File: src/hw/rtl/complex_binomial_term_generator_unit_assert.svh
// Assertion macros shared by the RTL.
`ifndef COMPLEX_BINOMIAL_TERM_GENERATOR_UNIT_ASSERT_SVH
`define COMPLEX_BINOMIAL_TERM_GENERATOR_UNIT_ASSERT_SVH

// Same-cycle implication, disabled in reset.
`define CBTG_ASSERT_NOW(label, clk, rst, ante, cons) \
  label: assert property (@(posedge clk) disable iff (rst) (ante) |-> (cons)) \
    else $error("cbtg: same-cycle check failed");

// Next-cycle implication, disabled in reset.
`define CBTG_ASSERT_NEXT(label, clk, rst, ante, cons) \
  label: assert property (@(posedge clk) disable iff (rst) (ante) |=> (cons)) \
    else $error("cbtg: next-cycle check failed");

`endif

File: src/hw/rtl/cbtg_pkg.sv
package cbtg_pkg;

  localparam int EXP_W         = 5;
  localparam int COEF_W        = 30;
  // C(n,k) * (n-k) for n up to 31 stays below 2^33
  localparam int PROD_W        = 33;
  localparam int DIV_W         = EXP_W + 1;
  localparam int CNT_W         = 6;
  localparam int DEF_MAX_POWER = 31;
  localparam int MUL_STEPS     = EXP_W;
  localparam int DIV_STEPS     = PROD_W;

  typedef enum logic [1:0] {
    ST_IDLE,
    ST_EMIT,
    ST_MUL,
    ST_DIV
  } state_t;

endpackage

File: src/hw/rtl/complex_binomial_term_generator_unit.sv
// Channel   Ports                                              Handshake
// request   power                                              start, busy
// result    coefficient, x_exponent, y_exponent, imaginary,    strobe
//           last_term
//
// Power n gives n+1 results in increasing k, one strobe cycle each.
// Between results: a shift-add multiply by n-k, then restoring division
// by k+1, one quotient bit a cycle.
// Synchronous reset returns to idle. busy is high from the accepting edge
// until the last result has been shown; results cannot be stalled.
`include "complex_binomial_term_generator_unit_assert.svh"

module complex_binomial_term_generator_unit
  import cbtg_pkg::*;
#(
  parameter int MAX_POWER = DEF_MAX_POWER
) (
  input  logic                     clk,
  input  logic                     rst,
  input  logic                     start,
  output logic                     busy,
  input  logic [EXP_W-1:0]         power,
  output logic                     strobe,
  output logic signed [COEF_W-1:0] coefficient,
  output logic [EXP_W-1:0]         x_exponent,
  output logic [EXP_W-1:0]         y_exponent,
  output logic                     imaginary,
  output logic                     last_term
);

  localparam logic [EXP_W:0]   MAX_P = (EXP_W + 1)'(MAX_POWER);
  localparam logic [EXP_W-1:0] CAP   = EXP_W'(MAX_POWER);

  state_t              state, state_next;
  logic [EXP_W-1:0]    n;
  logic [EXP_W-1:0]    k;
  logic [COEF_W-1:0]   coef;
  logic [PROD_W-1:0]   acc;
  logic [PROD_W-1:0]   mcand;
  logic [EXP_W-1:0]    mplier;
  logic [EXP_W-1:0]    rem;
  logic [CNT_W-1:0]    cnt;

  logic                take;
  logic [EXP_W-1:0]    n_sat;
  logic [DIV_W-1:0]    divisor;
  logic [DIV_W-1:0]    trial;
  logic                fits;
  logic                steps_done;

  assign take    = start && (state == ST_IDLE);
  assign n_sat   = ({1'b0, power} > MAX_P) ? CAP : power;
  assign divisor = {1'b0, k} + 1'b1;
  assign trial   = {rem, acc[PROD_W-1]};
  assign fits    = trial >= divisor;

  always_comb begin
    steps_done = 1'b0;
    unique case (state)
      ST_MUL:  steps_done = (cnt == CNT_W'(MUL_STEPS - 1));
      ST_DIV:  steps_done = (cnt == CNT_W'(DIV_STEPS - 1));
      default: steps_done = 1'b0;
    endcase
  end

  always_comb begin
    state_next = state;
    unique case (state)
      ST_IDLE: if (take) state_next = ST_EMIT;
      ST_EMIT: state_next = (k == n) ? ST_IDLE : ST_MUL;
      ST_MUL:  if (steps_done) state_next = ST_DIV;
      ST_DIV:  if (steps_done) state_next = ST_EMIT;
      default: state_next = ST_IDLE;
    endcase
  end

  always_comb begin
    busy        = (state != ST_IDLE);
    strobe      = (state == ST_EMIT);
    coefficient = $signed(k[1] ? (~coef + 1'b1) : coef);
    x_exponent  = n - k;
    y_exponent  = k;
    imaginary   = k[0];
    last_term   = (k == n);
  end

  always_ff @(posedge clk) begin
    if (rst) begin
      state <= ST_IDLE;
    end else begin
      state <= state_next;
    end
  end

  always_ff @(posedge clk) begin
    unique case (state)
      ST_IDLE: begin
        if (take) begin
          n    <= n_sat;
          k    <= '0;
          coef <= COEF_W'(1);
        end
      end
      ST_EMIT: begin
        acc    <= '0;
        mcand  <= PROD_W'(coef);
        mplier <= n - k;
        rem    <= '0;
        cnt    <= '0;
      end
      ST_MUL: begin
        if (mplier[0]) acc <= acc + mcand;
        mcand  <= {mcand[PROD_W-2:0], 1'b0};
        mplier <= mplier >> 1;
        cnt    <= steps_done ? '0 : cnt + 1'b1;
      end
      ST_DIV: begin
        rem <= fits ? EXP_W'(trial - divisor) : trial[EXP_W-1:0];
        acc <= {acc[PROD_W-2:0], fits};
        cnt <= cnt + 1'b1;
        if (steps_done) begin
          coef <= {acc[COEF_W-2:0], fits};
          k    <= k + 1'b1;
        end
      end
      default: ;
    endcase
  end

  `CBTG_ASSERT_NEXT(a_first_term, clk, rst, take, strobe && y_exponent == '0 && coefficient == COEF_W'(1))
  `CBTG_ASSERT_NEXT(a_last_ends, clk, rst, strobe && last_term, !busy)
  `CBTG_ASSERT_NOW(a_k_in_range, clk, rst, strobe, k <= n)
  `CBTG_ASSERT_NOW(a_exact_div, clk, rst, strobe && k != '0, rem == '0)

endmodule
File: config.mk
export PLATFORM = sky130hd
export DESIGN_NAME = complex_binomial_term_generator_unit
export DESIGN_NICKNAME = d
export VERILOG_FILES = /design/src/hw/rtl/cbtg_pkg.sv /design/src/hw/rtl/complex_binomial_term_generator_unit.sv
export VERILOG_INCLUDE_DIRS = /design/src /design/src/hw/rtl
export SDC_FILE = /design/constraint.sdc
export NUM_CORES = 1
export LEC_CHECK = 0
export ABC_AREA = 1
export BUFFER_PORTS_ARGS = -buffer_cell sky130_fd_sc_hd__buf_2
export CAP_MARGIN = 20
export CORE_MARGIN = 2
export CORE_UTILIZATION = 47
export CTS_BUF_LIST = sky130_fd_sc_hd__clkbuf_16
export CTS_CLUSTER_SIZE = 30
export DETAILED_ROUTE_END_ITERATION = 12
export SLEW_MARGIN = 25
export SYNTH_ARGS = -nofsm -noshare
export SYNTH_HDL_FRONTEND = slang
export SYNTH_SLANG_ARGS = --single-unit
File: constraint.sdc
create_clock -name clk -period 6.7 [get_ports clk]
set_clock_uncertainty 0.15 [all_clocks]
set_input_delay 1.675 -clock clk [delete_from_list [all_inputs] [get_ports clk]]
set_output_delay 1.675 -clock clk [all_outputs]
set_load 0.05 [all_outputs]
==> results.toml, run 1 <==
[grt]
grt_pass1_wl_um = 34580
grt_pass1_vias = 6789
grt_usage_pct = 22.78
grt_max_degree = 91
grt.met3_usage_pct = 4.444
antenna_found_initial = 0
use_met1_pct = 30.49
grtUsageMet2_pct = 37.77
grt_remaining_overflow = 0
grt_busiest_layer = "met2"

[drt]
wl_per_cell_um = 14.73
drtIter0Drc = 415
dr.pass1.iters = 7
drt_wl_total_um = 21440
antenna_left = 0
viasPerCell = 4.987
drc = 0
vias = 7256

[timing]
slew_violations = 0
setup_viol = 0
grt_setup_unrepaired = "no"
whs_ns = 0.3779
fin_tns_setup_ns = 0
period_share_pct = 67.87
maxSlewHeadroom_pct = 31.85
max_freq_ghz = 0.2199
hold_viol_final = 0
tightestPinTransition_ns = 1.022
finalCriticalPeriod_ns = 4.547

[critical_path]
required_ns = 4.88
regToRegEndpoint = "acc[12]"
crit_slowest_cell = "ha_1"
worst_ep_arrival_time_ns = 2.72
r2r_cells = 7
critPathBufInv = 3
cp_cell_sequence = "buf_4 -> inv_1 -> ha_1 -> nand2_1 -> o21ai_0 -> xor2_1 -> buf_2"
r2r-start = "state[0]"
path_class = "reg2out"
critPathMaxFanout = 26
crit_family = "buffers and inverters"
worstSetupEndpointType = "output port"
cp_slowest_stage_delay_ns = 0.46
reg2reg_slack_ns = 3.34
start_kind = "register"

[logic_synthesis]
netlist_area_um2 = 8718
synth_compound_area_share_pct = 7.420
synthAdderAreaFrac_pct = 8.008
synthArstFlopShare_pct = 0
yosys.area.top_type = "edfxtp_1"
synth_top_area_share_pct = 42.02
synth-seq-cells = 124
synth.area.top_cells = "edfxtp_1 (42%), nand2_1 (17%), inv_1 (9.3%), ha_1 (7.3%), nor2_1 (3.7%)"
yosysWarnings = 0
synth_cells = 1163
synth_nets = 1225
syn_area_per_cell_um2 = 7.496
synth_flop_cell = "edfxtp_1"
synth_top_family_by_area = "simple AND/OR/NAND/NOR gates"
yosysMostFrequentCell = "nand2_1"
synth-simple-area-share_pct = 26.97
ys_types = 37
synth_xor_area_share_pct = 4.521
yosys-top-cells-count = "nand2_1 (392), inv_1 (217), edfxtp_1 (122), nor2_1 (86), o21ai_0 (60)"
yosysSeqAreaShare_pct = 42.48
synth_edf_count = 122
synth_mux_area_share_pct = 0

[clock_network]
clkSinkCount = 124
cts.clk_slew.worst_paths_ns = 0.05
clock_latency_ns = 0.43
postCtsHoldBufs = 0
clockBufferDepth = 2
clock-root-buffer = "clkbuf_16"
h-tree-depth = 4
numCtsBuffers = 17
postCtsSetupRepairBufs = 0
cts_tree = "built"
post_cts_resized = 0

[worst_hold_path]
hold_class = "reg2reg"
hold-path-cell-count = 2
min-delay-start = "mplier[4]"
holdPathEnd = "mplier[3]"

[die]
io_pins = 52
die_w_um = 140.2
std_cell_rows = 49
dieArea_um2 = 19650
fp.coreArea_um2 = 18090
die_height_um = 140.2
start_util_pct = 48.20

[place]
place_inst = 1425
io_buffers = 51
hpwl_um = 16070
gp_congestion = 0.8912

[final_layout]
layout.cells.non_filler = 1455
drive_gt1_share_pct = 8.972
final_nets = 1277
antenna_cells = 0
fill_cells = 1754
syn2layout_area_growth_pct = 12.00

[run_status]
status = "finished clean"

[flow_run]
drv_cap = 0
## final cells by class
type	count	area [µm²]	share of cell area (%)
Clock inverter	13	135.1	1.384
Tap cell	229	286.5	2.934
Multi-Input combinational cell	798	4106	42.06
Timing Repair Buffer	55	285.3	2.922
Sequential cell	124	3704	37.93
Clock buffer	17	425.4	4.357
Inverter	219	822.0	8.419
## worst max-delay path by stage
stage / start / to / slack (ns) / cells after the start
2_1_floorplan: y_exponent[1] / x_exponent[3] / 2.45 / 6
6_report: y_exponent[1] / x_exponent[3] / 2.15 / 7
4_1_cts: y_exponent[1] / x_exponent[3] / 2.16 / 7
3_3_place_gp: y_exponent[1] / x_exponent[3] / 2.68 / 7
3_5_place_dp: y_exponent[1] / x_exponent[3] / 2.63 / 7
5_1_grt: y_exponent[1] / x_exponent[3] / 1.98 / 7
## cell usage in the layout (no fill, tap or decap), types with 3 or more instances in the layout
cell       netlist  routed
nor2_1          86      86
inv_1          217     219
nand2_1        392     392
ha_1            51      49
xor2_1          36      36
o21bai_1         3       3
fa_1             3       3
nor3_1           5       5
o21ai_1          6       6
nand3_1         57      57
buf_4            3       4
clkinv_1         0       4
nor2_2           8       8
o21ai_0         60      60
nand3_2          3       3
nand4_1          9       9
edfxtp_1       122     122
clkinv_2         0       3
clkbuf_16        0      17
xnor2_1          9       9
nand2_2         11      11
bufinv_16        0       3
buf_2            7      51
a21oi_1         42      42
## cell families (layout without fill, tap and decap cells)
kind of cell	Yosys count	count (layout)
compound gates	122	122
buf+inv	241	304
xor+xnor	45	45
fa+ha+maj	54	54
flops	124	124
simple gates	577	577
## worst register-to-register path: cells and delay by family, from the launching register on
family                   cells  cell delay [ns]
buffers and inverters        4             1.85
flip-flops                   1             0.34
AND/OR/NAND/NOR              2             0.51
adder cells (fa/ha/maj)      1             0.18
## per-layer routing
metal	vias to the layer above	share of wire (%)
met2	180	47
li1	3769	-
met4	0	1.5
met1	3283	47
met5	-	0
met3	24	4.8
## registers in the layout (all words and copies together), names as in the netlist, 5 cells and up
name,flops
mcand,33
mplier,5
rem,5
acc,33
y_exponent,5
n,5
cnt,6
coef,30
## through the flow
| step | area [µm²] | setup WS, ns | util, % |
|---|---|---|---|
| 6_report | 9764 | 2.153 | 53.99 |
| 5_1_grt | 9764 | 1.979 | 53.99 |
| 2_1_floorplan | 8718 | 2.447 | - |
| 4_1_cts | 9754 | 2.162 | 53.93 |
| 3_5_place_dp | 9194 | 2.627 | 50.83 |
| 3_3_place_gp | 9194 | 2.676 | 50.83 |
Power of run 1 is not shown: default switching activity piles up to over one toggle a cycle in this logic, so the estimate is an artifact.
==> inputs of run 2 (changes only) <==
Settings changed: ABC_AREA 1 to 0, PLACE_DENSITY from default to 0.67.
Clock period 6.7 ns to 4.15 ns, I/O delays scaled along.
==> run 2 against run 1 <==
  * Final cell count fell by 31%
  * Cell area shrank 7.8%
  * Synthesized cell count is 38% lower
  * Register-to-register slack lost 2.5 ns
  * Critical path type unchanged
  * Synthesized area is 9.9% lower
==> results.toml, run 2 <==
[drt]
drtIter0Drc = 451
vias = 5822
drc = 0
drt_wl_total_um = 17980
antenna_left = 0
dr.pass1.iters = 5
wl_per_cell_um = 17.82
viasPerCell = 5.770

[timing]
tightestPinTransition_ns = 0.9943
fin_tns_setup_ns = 0
grt_setup_unrepaired = "no"
maxSlewHeadroom_pct = 33.71
hold_viol_final = 0
max_freq_ghz = 0.2506
finalCriticalPeriod_ns = 3.991
setup_viol = 0
period_share_pct = 96.17
final.setup.worst_slack_ns = 0.1589
slew_violations = 0

[critical_path]
critPathMaxFanout = 4
cp_cell_sequence = "nor4_2 -> nand2_1 -> or4_4 -> nor2_1 -> nand2_1 -> o31ai_2 -> xnor2_1 -> clkbuf_4"
crit_slowest_cell = "or4_4"
cp_slowest_stage_delay_ns = 0.50
required_ns = 2.96
worst_ep_arrival_time_ns = 2.80
path_class = "reg2out"
critPathBufInv = 1
cp_common_cell = "nand2_1"
worstSetupEndpointType = "output port"
start_kind = "register"
crit_family = "simple AND/OR/NAND/NOR gates"

[final_layout]
syn2layout_area_growth_pct = 14.54
final_nets = 838
reg_top3 = "acc (33), mcand (33), coef (30)"
layout.cells.non_filler = 1009
layout_common_cells = "edfxtp_1 (122), nand2_1 (53), ha_1 (50)"
layout_commonest_cell = "edfxtp_1"
antenna_cells = 0
drive_gt1_share_pct = 18.25

[die]
die_w_um = 133.3
fp.coreArea_um2 = 16470
die_height_um = 133.3
io_pins = 52
start_util_pct = 47.71
std_cell_rows = 47
dieArea_um2 = 17770

[logic_synthesis]
synth.area.top_cells = "edfxtp_1 (47%), ha_1 (8.1%), xnor2_1 (5.0%), mux2_2 (4.4%), a21o_1 (3.0%)"
synth_top_area_share_pct = 46.63
yosysSeqAreaShare_pct = 47.14
synth_flop_cell = "edfxtp_1"
synth_cells = 725
syn_area_per_cell_um2 = 10.84
synth_nets = 787
synthArstFlopShare_pct = 0
yosys-top-cells-count = "edfxtp_1 (122), nand2_1 (53), ha_1 (51), nor2_1 (48), xnor2_1 (45)"
ys_types = 64
synth_edf_count = 122
synth-seq-cells = 124
yosys.area.top_type = "edfxtp_1"
yosysWarnings = 0
netlist_area_um2 = 7856
yosysMostFrequentCell = "edfxtp_1"

[grt]
grt_remaining_overflow = 0
grt_pass1_vias = 5978
grt_pass1_wl_um = 29880
grt_max_degree = 79
grt_usage_pct = 21.30
antenna_found_initial = 0

[clock_network]
cts.clk_slew.worst_paths_ns = 0.06
cts_tree = "built"
h-tree-depth = 4
clkSinkCount = 124
postCtsSetupRepairBufs = 0
clock-root-buffer = "clkbuf_16"
clockBufferDepth = 2
clock_latency_ns = 0.43
numCtsBuffers = 17

[pwr]
p_leak_nw = 3.616
p_total_w = 0.005932
cellPowerDensity_nw_per_um2 = 659.2
ir_drop_mv = 0.4083

[place]
hpwl_um = 12620
gp_congestion = 0.8837
io_buffers = 51
place_inst = 977
pre_cts_slack_ns = 0.3718

[run_status]
status = "finished clean"

[flow_run]
drv_cap = 0

[worst_hold_path]
hold_class = "reg2reg"
==> run 2: cell types whose count changed in the layout (fill, tap and decap cells not counted), moves of 27 or more <==
| cell | delta |
|---|---|
| a21o_1 | +29 |
| and2_1 | +33 |
| inv_1 | -189 |
| mux2_2 | +31 |
| nand2_1 | -339 |
| nand3_1 | -40 |
| nor2_1 | -38 |
| o21ai_0 | -27 |
| xnor2_1 | +36 |
==> run 2: final timing paths <==
| path | cells after the start | endpoint | slack [ns] | start |
|---|---|---|---|---|
| worst max-delay path | 8 | coefficient[29] | 0.16 | coef[5] |
| worst min-delay path | 2 | mplier[0] | 0.39 | mplier[1] |
| worst max register to register | 9 | acc[32] | 0.86 | mcand[0] |
| worst min register to register | 2 | mplier[0] | 0.39 | mplier[1] |
==> run 2: where the power goes <==
| group | total, W | leakage [nW] | internal, W | switching [W] |
|---|---|---|---|---|
| clock network | 0.00149 | 0.277 | 0.000892 | 0.000601 |
| registers | 0.00194 | 1.21 | 0.00173 | 0.000205 |
| logic | 0.00250 | 2.12 | 0.000846 | 0.00166 |
| total | 0.00593 | 3.62 | 0.00347 | 0.00246 |
==> run 2: worst register-to-register path, stage by stage (launching register included) <==
cell and delay, ns:
edfxtp_1 0.41, ha_1 0.23, fa_1 0.41, a21o_1 0.21, a221oi_2 0.35, o31a_1 0.33, o21ai_2 0.15, a31o_2 0.29
a31o_1 0.19, a221o_1 0.31
==> run 2: area by class of cell <==
| class | count | area, µm² |
|---|---|---|
| fill | 1424 | 7467 |
| clock inverter | 15 | 165.2 |
| clock buffer | 17 | 425.4 |
| sequential | 124 | 3704 |
| timing repair buffer | 58 | 337.8 |
| multi-input combinational | 545 | 3979 |
| tap | 220 | 275.3 |
| inverter | 30 | 112.6 |
==> run 2: metrics by stage <==
step | util (%) | hold WS [ns] | instance area [µm²]
after floorplan | - | 0.3500 | 7856
after global placement | 50.74 | 0.3689 | 8356
after detailed placement | 50.74 | 0.3755 | 8356
after CTS | 54.41 | 0.3931 | 8959
after global routing | 54.65 | 0.4110 | 8999
final | 54.65 | 0.3929 | 8999
==> run 2: routing by layer <==
metal	wire (µm)	track usage [%]	vias to the layer above	share of wire (%)
li1	-	-	2798	-
met1	8141	27.68	2841	45
met2	8721	35.02	158	48
met3	828	5.099	25	4.6
met4	291	7.388	0	1.6
met5	0	0	-	0
==> run 2: repair_timing <==
item / in CTS / in global routing
hold buffers: 0 / 0
endpoints found under the setup margin: 6 / 7
resized for setup: 3 / 17
pin swaps: 0 / 1
==> run 2: kinds of logic after synthesis <==
group                      Yosys count  share of synthesized area [%]
and+or+nand+nor                    215                          13.71
AOI/OAI and AO/OA                  176                          15.18
DFF                                124                          47.14
xor gates and xnor gates            62                          6.912
buffers and inverters               56                          2.835
adders and majority gates           54                          8.887
muxes                               38                          5.335
Note: power is estimated with default switching activity, not from simulation.
